## src/design/bdqs_pkg.sv

```systemverilog
`timescale 1ns / 1ps
// ----------------------------------------------------------------------------
// bdqs_pkg: shared types and constants of the bounded deque
// Capacity, field widths, operation and status codes, channel items and the
// control bundle that the top level broadcasts to the row of cells.
// ----------------------------------------------------------------------------
package bdqs_pkg;

   // Number of entries the deque holds.
   localparam int CAPACITY = 16;
   // Width of a front-relative position and of the entry count.
   localparam int POS_W = (CAPACITY > 1) ? $clog2(CAPACITY) : 1;
   localparam int CNT_W = $clog2(CAPACITY + 1);
   localparam int DATA_W = 32;

   // Operation codes (codes 5 to 7 do nothing).
   localparam logic [2:0] OP_PUSH_FRONT = 3'd0;
   localparam logic [2:0] OP_PUSH_BACK  = 3'd1;
   localparam logic [2:0] OP_POP_FRONT  = 3'd2;
   localparam logic [2:0] OP_POP_BACK   = 3'd3;
   localparam logic [2:0] OP_SEARCH     = 3'd4;

   // Result status codes.
   localparam logic [1:0] STATUS_OK    = 2'd0;
   localparam logic [1:0] STATUS_FULL  = 2'd1;
   localparam logic [1:0] STATUS_EMPTY = 2'd2;

   typedef struct packed {
      logic [2:0]               opcode;
      logic signed [DATA_W-1:0] value;
   } req_type;

   typedef struct packed {
      logic [1:0]               status;
      logic signed [DATA_W-1:0] popped_value;
      logic                     found;
      logic [POS_W-1:0]         position;
      logic [CNT_W-1:0]         entry_count;
      logic                     queue_empty;
   } rsp_type;

   // Control broadcast to every cell in the row.
   typedef struct packed {
      logic              load;
      logic              push_front;
      logic              push_back;
      logic              pop_front;
      logic [DATA_W-1:0] value;
      logic [CNT_W-1:0]  count;
   } cell_ctl_type;

endpackage

```

## src/design/bdqs_cell.sv

```systemverilog
`timescale 1ns / 1ps
// ----------------------------------------------------------------------------
// bdqs_cell: one entry of the deque
// Holds the entry at a fixed front-relative position. Shifts toward the back
// on a front push, toward the front on a front pop, loads the value when it
// is the tail slot of a back push, and flags a match for a search.
// ----------------------------------------------------------------------------
module bdqs_cell (
   input  logic                         clock,
   input  bdqs_pkg::cell_ctl_type       ctl,
   input  logic [bdqs_pkg::CNT_W-1:0]   idx,
   input  logic [bdqs_pkg::DATA_W-1:0]  left_data,
   input  logic [bdqs_pkg::DATA_W-1:0]  right_data,
   output logic [bdqs_pkg::DATA_W-1:0]  data,
   output logic                         hit
);

   logic [bdqs_pkg::DATA_W-1:0] data_ff;
   logic [bdqs_pkg::DATA_W-1:0] data_in;
   logic                        hit_ff;
   logic                        hit_in;

   // Pick the next entry from the neighbors or the pushed value
   always_comb begin
      data_in = data_ff;
      if (ctl.push_front) begin
         data_in = left_data;
      end else if (ctl.pop_front) begin
         data_in = right_data;
      end else if (ctl.push_back && (idx == ctl.count)) begin
         data_in = ctl.value;
      end
   end

   // Compare only entries that are held
   assign hit_in = (data_ff == ctl.value) && (idx < ctl.count);

   always_ff @(posedge clock) begin
      data_ff <= data_in;
      if (ctl.load) begin
         hit_ff <= hit_in;
      end
   end

   assign data = data_ff;
   assign hit  = hit_ff;

endmodule

```

## src/design/bounded_deque_with_search_top.sv

```systemverilog
`timescale 1ns / 1ps
// ----------------------------------------------------------------------------
// bounded_deque_with_search_top: bounded deque of 32-bit integers with search
// Push and pop at either end, and search for the first entry equal to a value.
// ----------------------------------------------------------------------------
// The deque is a row of CAPACITY cells, cell i holding the entry i places from
// the front; a front push or pop shifts the whole row one cell at the accepting edge.
// Each item is handled in order: at the accepting edge the cells update and
// all compare against the value in parallel, and then in the S_DONE state the
// first match is encoded and the result is loaded into the output register. The
// next item is taken right after that, even while the result still waits to
// be taken; an item waits longer only while the output register is occupied
// when its result is ready. No clearing pass follows reset.
module bounded_deque_with_search_top (
   input  logic              clock,
   input  logic              reset,
   input  logic              req_valid,
   output logic              req_ready,
   input  bdqs_pkg::req_type req_item,
   output logic              rsp_valid,
   input  logic              rsp_ready,
   output bdqs_pkg::rsp_type rsp_item
);

   typedef enum logic [1:0] {
      S_IDLE = 2'b01,
      S_DONE = 2'b10
   } state_type;

   state_type                       state_ff, state_in;
   logic [bdqs_pkg::CNT_W-1:0]      count_ff, count_in;
   logic [2:0]                      op_ff;
   logic [1:0]                      status_ff, status_in;
   logic [bdqs_pkg::DATA_W-1:0]     popped_ff, popped_in;
   logic                            rsp_valid_ff, rsp_valid_in;
   bdqs_pkg::rsp_type               rsp_ff, rsp_in;

   logic                            accept;
   logic                            is_full;
   logic                            is_empty;
   logic                            is_push;
   logic                            is_pop;
   logic                            out_free;
   bdqs_pkg::cell_ctl_type          ctl;

   logic [bdqs_pkg::DATA_W-1:0]     cell_data [bdqs_pkg::CAPACITY];
   logic [bdqs_pkg::CAPACITY-1:0]   hit_vec;
   logic [bdqs_pkg::CAPACITY-1:0]   first_hit;
   logic [bdqs_pkg::POS_W-1:0]      position;
   logic [bdqs_pkg::POS_W-1:0]      tail_idx;

   assign req_ready = (state_ff == S_IDLE);
   assign accept    = req_valid && req_ready;
   assign is_full   = (count_ff == bdqs_pkg::CNT_W'(bdqs_pkg::CAPACITY));
   assign is_empty  = (count_ff == '0);
   assign is_push   = (req_item.opcode == bdqs_pkg::OP_PUSH_FRONT)
                   || (req_item.opcode == bdqs_pkg::OP_PUSH_BACK);
   assign is_pop    = (req_item.opcode == bdqs_pkg::OP_POP_FRONT)
                   || (req_item.opcode == bdqs_pkg::OP_POP_BACK);

   // Broadcast the operation to the row
   always_comb begin
      ctl.load       = accept;
      ctl.push_front = accept && !is_full && (req_item.opcode == bdqs_pkg::OP_PUSH_FRONT);
      ctl.push_back  = accept && !is_full && (req_item.opcode == bdqs_pkg::OP_PUSH_BACK);
      ctl.pop_front  = accept && !is_empty && (req_item.opcode == bdqs_pkg::OP_POP_FRONT);
      ctl.value      = req_item.value;
      ctl.count      = count_ff;
   end

   // Row of cells: front neighbor feeds a front push, back neighbor a front pop
   for (genvar i = 0; i < bdqs_pkg::CAPACITY; i++) begin : g_cell
      logic [bdqs_pkg::DATA_W-1:0] left_d;
      logic [bdqs_pkg::DATA_W-1:0] right_d;
      if (i == 0) begin : g_first
         assign left_d = req_item.value;
      end else begin : g_mid
         assign left_d = cell_data[i-1];
      end
      if (i == bdqs_pkg::CAPACITY - 1) begin : g_last
         assign right_d = cell_data[i];
      end else begin : g_inner
         assign right_d = cell_data[i+1];
      end
      bdqs_cell u_cell (
         .clock      (clock),
         .ctl        (ctl),
         .idx        (bdqs_pkg::CNT_W'(i)),
         .left_data  (left_d),
         .right_data (right_d),
         .data       (cell_data[i]),
         .hit        (hit_vec[i])
      );
   end

   // Status, popped value and new count at the accepting edge
   assign tail_idx = bdqs_pkg::POS_W'(count_ff - 1'b1);

   always_comb begin
      status_in = bdqs_pkg::STATUS_OK;
      popped_in = '0;
      count_in  = count_ff;
      case (req_item.opcode)
         bdqs_pkg::OP_PUSH_FRONT, bdqs_pkg::OP_PUSH_BACK: begin
            if (is_full) begin
               status_in = bdqs_pkg::STATUS_FULL;
            end else begin
               count_in = count_ff + 1'b1;
            end
         end
         bdqs_pkg::OP_POP_FRONT: begin
            if (is_empty) begin
               status_in = bdqs_pkg::STATUS_EMPTY;
            end else begin
               popped_in = cell_data[0];
               count_in  = count_ff - 1'b1;
            end
         end
         bdqs_pkg::OP_POP_BACK: begin
            if (is_empty) begin
               status_in = bdqs_pkg::STATUS_EMPTY;
            end else begin
               popped_in = cell_data[tail_idx];
               count_in  = count_ff - 1'b1;
            end
         end
         default: begin
         end
      endcase
   end

   // Isolate the frontmost match and encode its position
   assign first_hit = hit_vec & (~hit_vec + 1'b1);

   always_comb begin
      position = '0;
      for (int i = 0; i < bdqs_pkg::CAPACITY; i++) begin
         if (first_hit[i]) begin
            position = position | bdqs_pkg::POS_W'(i);
         end
      end
   end

   // Assemble the result
   always_comb begin
      rsp_in.status       = status_ff;
      rsp_in.popped_value = popped_ff;
      rsp_in.found        = (op_ff == bdqs_pkg::OP_SEARCH) && (|hit_vec);
      rsp_in.position     = (op_ff == bdqs_pkg::OP_SEARCH) ? position : '0;
      rsp_in.entry_count  = count_ff;
      rsp_in.queue_empty  = (count_ff == '0);
   end

   // Sequence: take the item, then hand the result to the output register
   assign out_free = !rsp_valid_ff || rsp_ready;

   always_comb begin
      state_in     = state_ff;
      rsp_valid_in = rsp_valid_ff && !rsp_ready;
      case (state_ff)
         S_IDLE: begin
            if (accept) begin
               state_in = S_DONE;
            end
         end
         S_DONE: begin
            if (out_free) begin
               rsp_valid_in = 1'b1;
               state_in     = S_IDLE;
            end
         end
         default: begin
            state_in = S_IDLE;
         end
      endcase
   end

   always_ff @(posedge clock) begin
      if (reset) begin
         state_ff     <= S_IDLE;
         count_ff     <= '0;
         rsp_valid_ff <= 1'b0;
      end else begin
         state_ff     <= state_in;
         rsp_valid_ff <= rsp_valid_in;
         if (accept) begin
            count_ff <= count_in;
         end
      end
   end

   // Hold the per-item fields and the result payload
   always_ff @(posedge clock) begin
      if (accept) begin
         op_ff     <= req_item.opcode;
         status_ff <= status_in;
         popped_ff <= popped_in;
      end
      if ((state_ff == S_DONE) && out_free) begin
         rsp_ff <= rsp_in;
      end
   end

   assign rsp_valid = rsp_valid_ff;
   assign rsp_item  = rsp_ff;

   // Count never exceeds the capacity
   a_count_bound: assert property (@(posedge clock) disable iff (reset)
      count_ff <= bdqs_pkg::CNT_W'(bdqs_pkg::CAPACITY))
      else $error("entry count above capacity");

   // An accepted item is always followed by the result cycle
   a_accept_done: assert property (@(posedge clock) disable iff (reset)
      accept |=> (state_ff == S_DONE))
      else $error("accepted item not followed by result cycle");

   // A push on a full deque leaves it full
   a_full_push: assert property (@(posedge clock) disable iff (reset)
      (accept && is_full && is_push) |=> is_full)
      else $error("push on full deque changed the count");

   // A pop on an empty deque leaves it empty
   a_empty_pop: assert property (@(posedge clock) disable iff (reset)
      (accept && is_empty && is_pop) |=> is_empty)
      else $error("pop on empty deque changed the count");

   // A match is only reported with an ok status
   a_found_ok: assert property (@(posedge clock) disable iff (reset)
      (rsp_valid && rsp_item.found) |-> (rsp_item.status == bdqs_pkg::STATUS_OK))
      else $error("match reported with a non-ok status");

endmodule
```

## config.mk

```make
export PLATFORM = sky130hd
export DESIGN_NAME = bounded_deque_with_search_top
export DESIGN_NICKNAME = d
export VERILOG_FILES = /design/src/design/bdqs_pkg.sv /design/src/design/bdqs_cell.sv /design/src/design/bounded_deque_with_search_top.sv
export SDC_FILE = /design/constraint.sdc
export NUM_CORES = 2
export LEC_CHECK = 0
export BUFFER_PORTS_ARGS = -buffer_cell sky130_fd_sc_hd__buf_4
export CAP_MARGIN = 40
export CORE_AREA = 2 2 291 221
export CTS_CLUSTER_DIAMETER = 100
export DETAILED_ROUTE_END_ITERATION = 10
export DIE_AREA = 0 0 293 223
export HOLD_SLACK_MARGIN = 0.12
export PLACE_DENSITY = 0.73
export SLEW_MARGIN = 20
export SYNTH_ARGS = -nofsm -noshare
export SYNTH_HDL_FRONTEND = slang
export SYNTH_SLANG_ARGS = --single-unit
```

## constraint.sdc

```tcl
create_clock -name clock -period 5.1 [get_ports clock]
set_input_delay 0.255 -clock clock [delete_from_list [all_inputs] [get_ports clock]]
set_output_delay 0.255 -clock clock [all_outputs]
set_load 0.005 [all_outputs]
```

# Yosys cells after proc, flatten, opt, wreduce, memory -nomap -nowiden
# Cells that the tools add are included.
[op_classes]
addsub = 3
n_lt_le_gt_ge = 17
n_eq_ne = 43
muxes = 80
n_bitwise = 3
reduce_logical = 71
[ops]
columns = ["cell", "n"]
rows = [
  ["32-bit 2-to-1 mux", 52],
  ["32-bit equality test", 16],
  ["32-bit binary-select mux with 4-bit select", 1],
  ["32-bit one-hot mux with 2 select lines", 1],
  ["3-bit nonzero test", 15],
  ["1-bit logical AND", 41],
  ["4-bit by 5-bit equality test with 1-bit output, first input constant", 8],
  ["4-bit by 5-bit less-than comparator with 1-bit output, first input constant", 8],
  ["4-bit 2-to-1 mux", 8],
  ["3-bit by 5-bit equality test with 1-bit output, first input constant", 4],
  ["3-bit by 5-bit less-than comparator with 1-bit output, first input constant", 4],
  ["16-bit by 1-bit adder with 16-bit output, second input constant", 1],
  ["16-bit AND", 1],
  ["16-bit inverter", 1],
  ["16-bit OR reduction", 1],
  ["3-bit 2-to-1 mux", 4],
  ["2-bit by 5-bit equality test with 1-bit output, first input constant", 2],
  ["1-bit by 5-bit less-than comparator with 1-bit output, first input constant", 2],
  ["2-bit by 5-bit less-than comparator with 1-bit output, first input constant", 2],
  ["2-bit 2-to-1 mux", 5],
  ["5-bit 2-to-1 mux", 2],
  ["5-bit one-hot mux with 2 select lines", 1],
  ["2-bit one-hot mux with 2 select lines", 2],
  ["3-bit by 2-bit equality test with 1-bit output, second input constant", 2],
  ["other kinds (21)", 33],
]
[totals]
ff_bits = 618
in_bits = 39
output_inout_bits = 47
wordCells = 261

# Longest topological paths before layout
[logic_depth]
word_depth = 18
depth_mapped = 14

# Modules after synthesis
# From an unflattened synthesis, not the netlist that was laid out.
[unflattened]
cells_unflattened = 3829
area_unflattened_um2 = 42021.6
[by_module_without_submodules]
columns = ["module", "instances", "cells_each", "area_per_inst_um2"]
rows = [
  ["bdqs_cell at g_cell[14].u_cell ...", 11, 201, 2135.8],
  ["bdqs_cell at g_cell[0].u_cell ...", 5, 202, 2152.1],
  ["bounded_deque_with_search_top", 1, 608, 7767.4],
]

# Worst setup path before layout
# No wires, ideal clock.
[synth_timing]
kind = "register -> register"
start = "reg count_ff[0] (netlist name)"
end = "reg g_cell[9].u_cell.data_ff, in the netlist g_cell[9].u_cell.data[0] (enable)"
setup_ns = 0.466
t_arrival_ns = 4.707
required_time_ns = 4.634
path_slack_ns = -0.073
path_stages_with_launch = 12
path_buffers = 5
cell_sequence = "dfxtp_1 clkbuf_1 buf_2 buf_2 buf_2 inv_1 ha_1 a311oi_4 and3_1 clkbuf_1 nand3_1 o21ai_0"
[synth_between]
elab_chain_cells = 6
word_cells_on_any_way = 12
classes_between = "eq/ne (2); reduce/logical (10)"
[synth_lines]
columns = ["element", "line_no", "source"]
rows = [
  ["start, declared", "bounded_deque_with_search_top.sv:31", "logic [bdqs_pkg::CNT_W-1:0] count_ff, count_in;"],
  ["start signal, assigned", "bounded_deque_with_search_top.sv:187", "count_ff <= count_in;"],
  ["5-bit equality test", "bounded_deque_with_search_top.sv:54", "assign is_full = (count_ff == bdqs_pkg::CNT_W'(bdqs_pkg::CAPACITY));"],
  ["1-bit zero test", "bounded_deque_with_search_top.sv:64, bounded_deque_with_search_top.sv:65", ""],
  ["1-bit logical AND", "bounded_deque_with_search_top.sv:64, bounded_deque_with_search_top.sv:65", ""],
  ["1-bit logical AND", "bounded_deque_with_search_top.sv:65", "ctl.push_back = accept && !is_full && (req_item.opcode == bdqs_pkg::OP_PUSH_BACK);"],
  ["1-bit logical AND", "bdqs_cell.sv:30", "end else if (ctl.push_back && (idx == ctl.count)) begin"],
  ["3-bit nonzero test (no line) *", "--", ""],
  ["end signal, assigned", "bdqs_cell.sv:39", "data_ff <= data_in;"],
  ["end, declared", "bdqs_cell.sv:18", "logic [bdqs_pkg::DATA_W-1:0] data_ff;"],
]
# Mark *: on every way between the ends. The rest lies on a longest branch, timed or not.
# A chain may end at the register's enable or synchronous reset.

# Worst setup path in the final report
[layout_timing]
start = "reg count_ff[1] (netlist name)"
end = "reg g_cell[14].u_cell.data_ff, in the netlist g_cell[14].u_cell.data[27] (data pin)"
[layout_between]
elab_chain_cells = 6
word_cells_on_any_way = 10
classes_between = "eq/ne (1); mux (2); reduce/logical (7)"
[layout_lines]
columns = ["element", "line_no", "source"]
rows = [
  ["5-bit zero test", "bounded_deque_with_search_top.sv:55", "assign is_empty = (count_ff == '0);"],
  ["1-bit zero test", "bounded_deque_with_search_top.sv:66", "ctl.pop_front = accept && !is_empty && (req_item.opcode == bdqs_pkg::OP_POP_FRONT);"],
  ["1-bit logical AND (2 in a row)", "bounded_deque_with_search_top.sv:66", ""],
  ["32-bit 2-to-1 mux", "bdqs_cell.sv:28", "end else if (ctl.pop_front) begin"],
  ["32-bit 2-to-1 mux *", "bdqs_cell.sv:26", "if (ctl.push_front) begin"],
  ["net g_cell[14].u_cell.data_in (one bit)", "bdqs_cell.sv:19", "logic [bdqs_pkg::DATA_W-1:0] data_in;"],
  ["end signal, assigned", "bdqs_cell.sv:39", ""],
  ["end, declared", "bdqs_cell.sv:18", ""],
]
# Mark *: on every way through the listed nets, which the timed path passes. The rest lies on a longest branch.

==> impl_metrics.yaml <==
die:
  start_util_pct: 57.2
  die_h_microns: 223
  core_area_sq_um: 62800
  ios: 86
  rows: 80
  die-area_sq_um: 65300
  fp.dieW_microns: 293
synthesis:
  synth_mux_area_share_pct: 8.06
  ys_top_cells_by_area: "edfxtp_1, a221o_1, xor2_1"
  yosysSeqAreaShare_pct: 51.5
  synthAdderAreaFrac_pct: 0.174
  synth_most_common_cell: "edfxtp_1"
  netlist_area_sq_um: 35900
  syn_nets: 2834
  yosysTopAreaCell: "edfxtp_1"
  async_reset_ff_share_pct: 0
  synth_edf_count: 610
  synthDominantCellAreaShare_pct: 51.0
  synth_top_family_by_area: "compound AO/OA/AOI/OAI gates"
  synth-compound-area-share_pct: 15.1
  yosys.area_share.simple_pct: 8.05
  yosysUniqueCellTypes: 47
  synth.top_cells.by_count: "edfxtp_1, a221o_1, xor2_1"
  synth_ff_type: "edfxtp_1"
  synth_xor_area_share_pct: 12.7
  ys_warn_count: 0
  syn_inst: 2790
  synth_seq_cells: 618
  synth.avg_cell_area_sq_um: 12.9
power:
  clock_power_share_pct: 36.7
  leakagePower_nw: 13.5
  vdd_drop_max_v: 0.000265
  seqPwrFrac_pct: 46.9
  internal_power_mw: 9.12
  power.share.switching_pct: 28.4
  p_comb_share_pct: 16.4
  p_sw_mw: 3.62
  cellPowerDensity_nw_per_um2: 322
clock_tree:
  clk_pin_slew_worst_paths_ps: 60
  cts_buffer_depth: 3
  root_buffer: "clkbuf_16"
  clock_sinks: 618
  cts_tree: "yes"
  cts_setup_buffers: 0
  htree_levels: 3
  cts_buffers: 66
  clk_latency_ps: 620
detailed_routing:
  wl_met3_microns: 26800
  final_antenna_net_count: 0
  firstDrtPassIters: 9
  postRouteWirelength_microns: 156000
  wl_met2_microns: 62600
  drtIter0Drc: 6412
  drc_errors: 0
  vias: 28700
  viasPerCell: 7.95
  highest_layer: "met5"
  route.layer.met1.wl_microns: 56600
  wire_per_inst_microns: 43.2
worst_hold_path:
  holdCritPathClass: "primary input to flip-flop"
  hp-start: "req_item[24]"
worst_setup_path:
  crit_end: "g_cell[14].u_cell.data[27]"
  cp.depth: 7
  crit_family: "buffers and inverters"
  crit_chain: "inv_1 -> ha_4 -> a21oi_2 -> and2_4 -> buf_12 -> buf_16 -> a221o_1"
  reg2reg_depth: 7
  crit_fanout: 177
  start_kind: "flip-flop"
  rr_startpoint: "count_ff[1]"
  startpoint: "count_ff[1]"
  crit_arrival_ps: 4180
  regToRegSetupSlack_ps: 1390
  worstSetupEndpointType: "flip-flop"
  timing_worst_setup_path_type: "flip-flop to flip-flop"
  cp_data_required_time_ps: 5570
  cp.buffers_inverters: 3
  slowest_delay_ps: 760
  r2r_end: "g_cell[14].u_cell.data[27]"
  cp_slowest_cell: "dfxtp_1"
layout:
  multi_input_area_sq_um: 16100
  num-fill-cells: 4818
  drive_gt1_share_pct: 15.6
  layout.nets: 2786
  fin_util_pct: 62.9
  seq_area_sq_um: 18500
  area_growth_pct: 10.0
timing:
  rsz0062_at_grt: "no"
  max_freq_mhz: 270
  slew_viol_final: 0
  worstMarginPinSlew_ps: 1180
  relSlewSlack_pct: 21.4
  fin_hold_ws_ps: 163
  setup_viol: 0
  skew_ps: 11.9
  min_period_ps: 3710
  setup_tns_ps: 0
  fin_crit_sh_pct: 72.7
  finalHoldViolCount: 0
grt:
  first_global_vias: 26000
  grt_max_degree: 238
  grt_pass1_wl_microns: 214000
  grt_overflow: 0
  antenna_found_initial: 11
  grt_use_total_pct: 47.3
flow_run:
  maxCapViolCount: 0
placement:
  dp_hpwl_microns: 111000
  gp_congestion: 1.09
  io_buffers: 85
run_status:
  status: "finished, final reports clean"
[logic make-up (layout without fill, tap and decap cells)]
kind of cell / count (synthesis) / after routing
buf+inv: 315 / 308
fa+ha+maj: 5 / 5
simple gates: 608 / 608
xor+xnor: 520 / 520
compound gates: 595 / 595
mux: 129 / 129
other cells: 0 / 4
flops: 618 / 618
[metrics by stage]
step	power [mW]	cell area (sq um)	setup slack, ps	std cells
floorplan	7.24	35900	-72.7	2790
global placement	7.97	36800	1310	3444
detailed placement	8.03	37300	1490	3476
CTS	12.6	39300	1460	3590
global route	12.9	39500	1280	3603
finish	12.7	39500	1390	3607
[power groups by stage]
stage                     clock, mW  sequential, mW  combinational, mW
after floorplan                   0            6.00               1.24
final                          4.68            5.97               2.09
after global placement            0            6.06               1.90
after detailed placement          0            6.07               1.96
after global routing           4.82            5.98               2.11
after CTS                      4.67            5.96               1.98
[layout by cell type, fill, tap and decap left out, types with 10 or more instances in the layout]
master       n
xor2_1     356
and3_1      33
buf_12      15
nor4_1      93
edfxtp_1   610
nand2_1    336
a21oi_1     74
buf_16      14
nand3_1     25
clkbuf_16   68
a211o_1     32
clkinv_1    10
a221o_1    448
nor3_1      15
mux4_2     128
o21ai_4     12
nand4_1     54
buf_4      134
nor2_1      20
xnor2_1    162
clkbuf_1    18
[sequential cells by signal, summed over array words and instances (netlist names)]
name / cells
g_cell.u_cell.hit: 16
g_cell.u_cell.data: 512
status_ff: 2
count_ff: 5
state_ff: 2
rsp_valid: 1
op_ff: 3
rsp_item: 45
popped_ff: 32
[what timing repair did]
action / in CTS / in global routing
hold endpoints to repair: 12 / 0
hold buffers: 5 / 0
resized for setup: 0 / 0
setup endpoints to repair: 0 / 0
[metal layers]
layer,global-route usage (%),vias up
met5,0.739,-
li1,-,11000
met3,19.5,463
met1,66.0,14200
met2,64.1,2985
met4,21.9,14
[tightest hold or removal path, delay by kind of cell]
family,cells,cell delay [ps]
simple gates,2,140
buf+inv,1,210
[how the worst min path moves through the flow]
| stage | endpoint | cells after the start |
|---|---|---|
| 2_1_floorplan | rsp_valid | 1 |
| 3_3_place_gp | rsp_item[22] | 0 |
| 3_5_place_dp | rsp_item[35] | 0 |
| 4_1_cts | g_cell[15].u_cell.data[24] | 3 |
| 5_1_grt | g_cell[0].u_cell.data[20] | 3 |
| 6_report | g_cell[0].u_cell.data[24] | 3 |
[final cells by class]
type                            instances  share of cell area [%]
Sequential cell                       618                    46.8
Multi-Input combinational cell       1857                    40.7
Timing Repair Buffer                  192                    4.85
Clock buffer                           86                    4.48
Tap cell                              820                    2.60
Clock inverter                         23                   0.494
Inverter                                7                  0.0665
Antenna cell                            4                  0.0253
(Power assumes the default switching activity.)
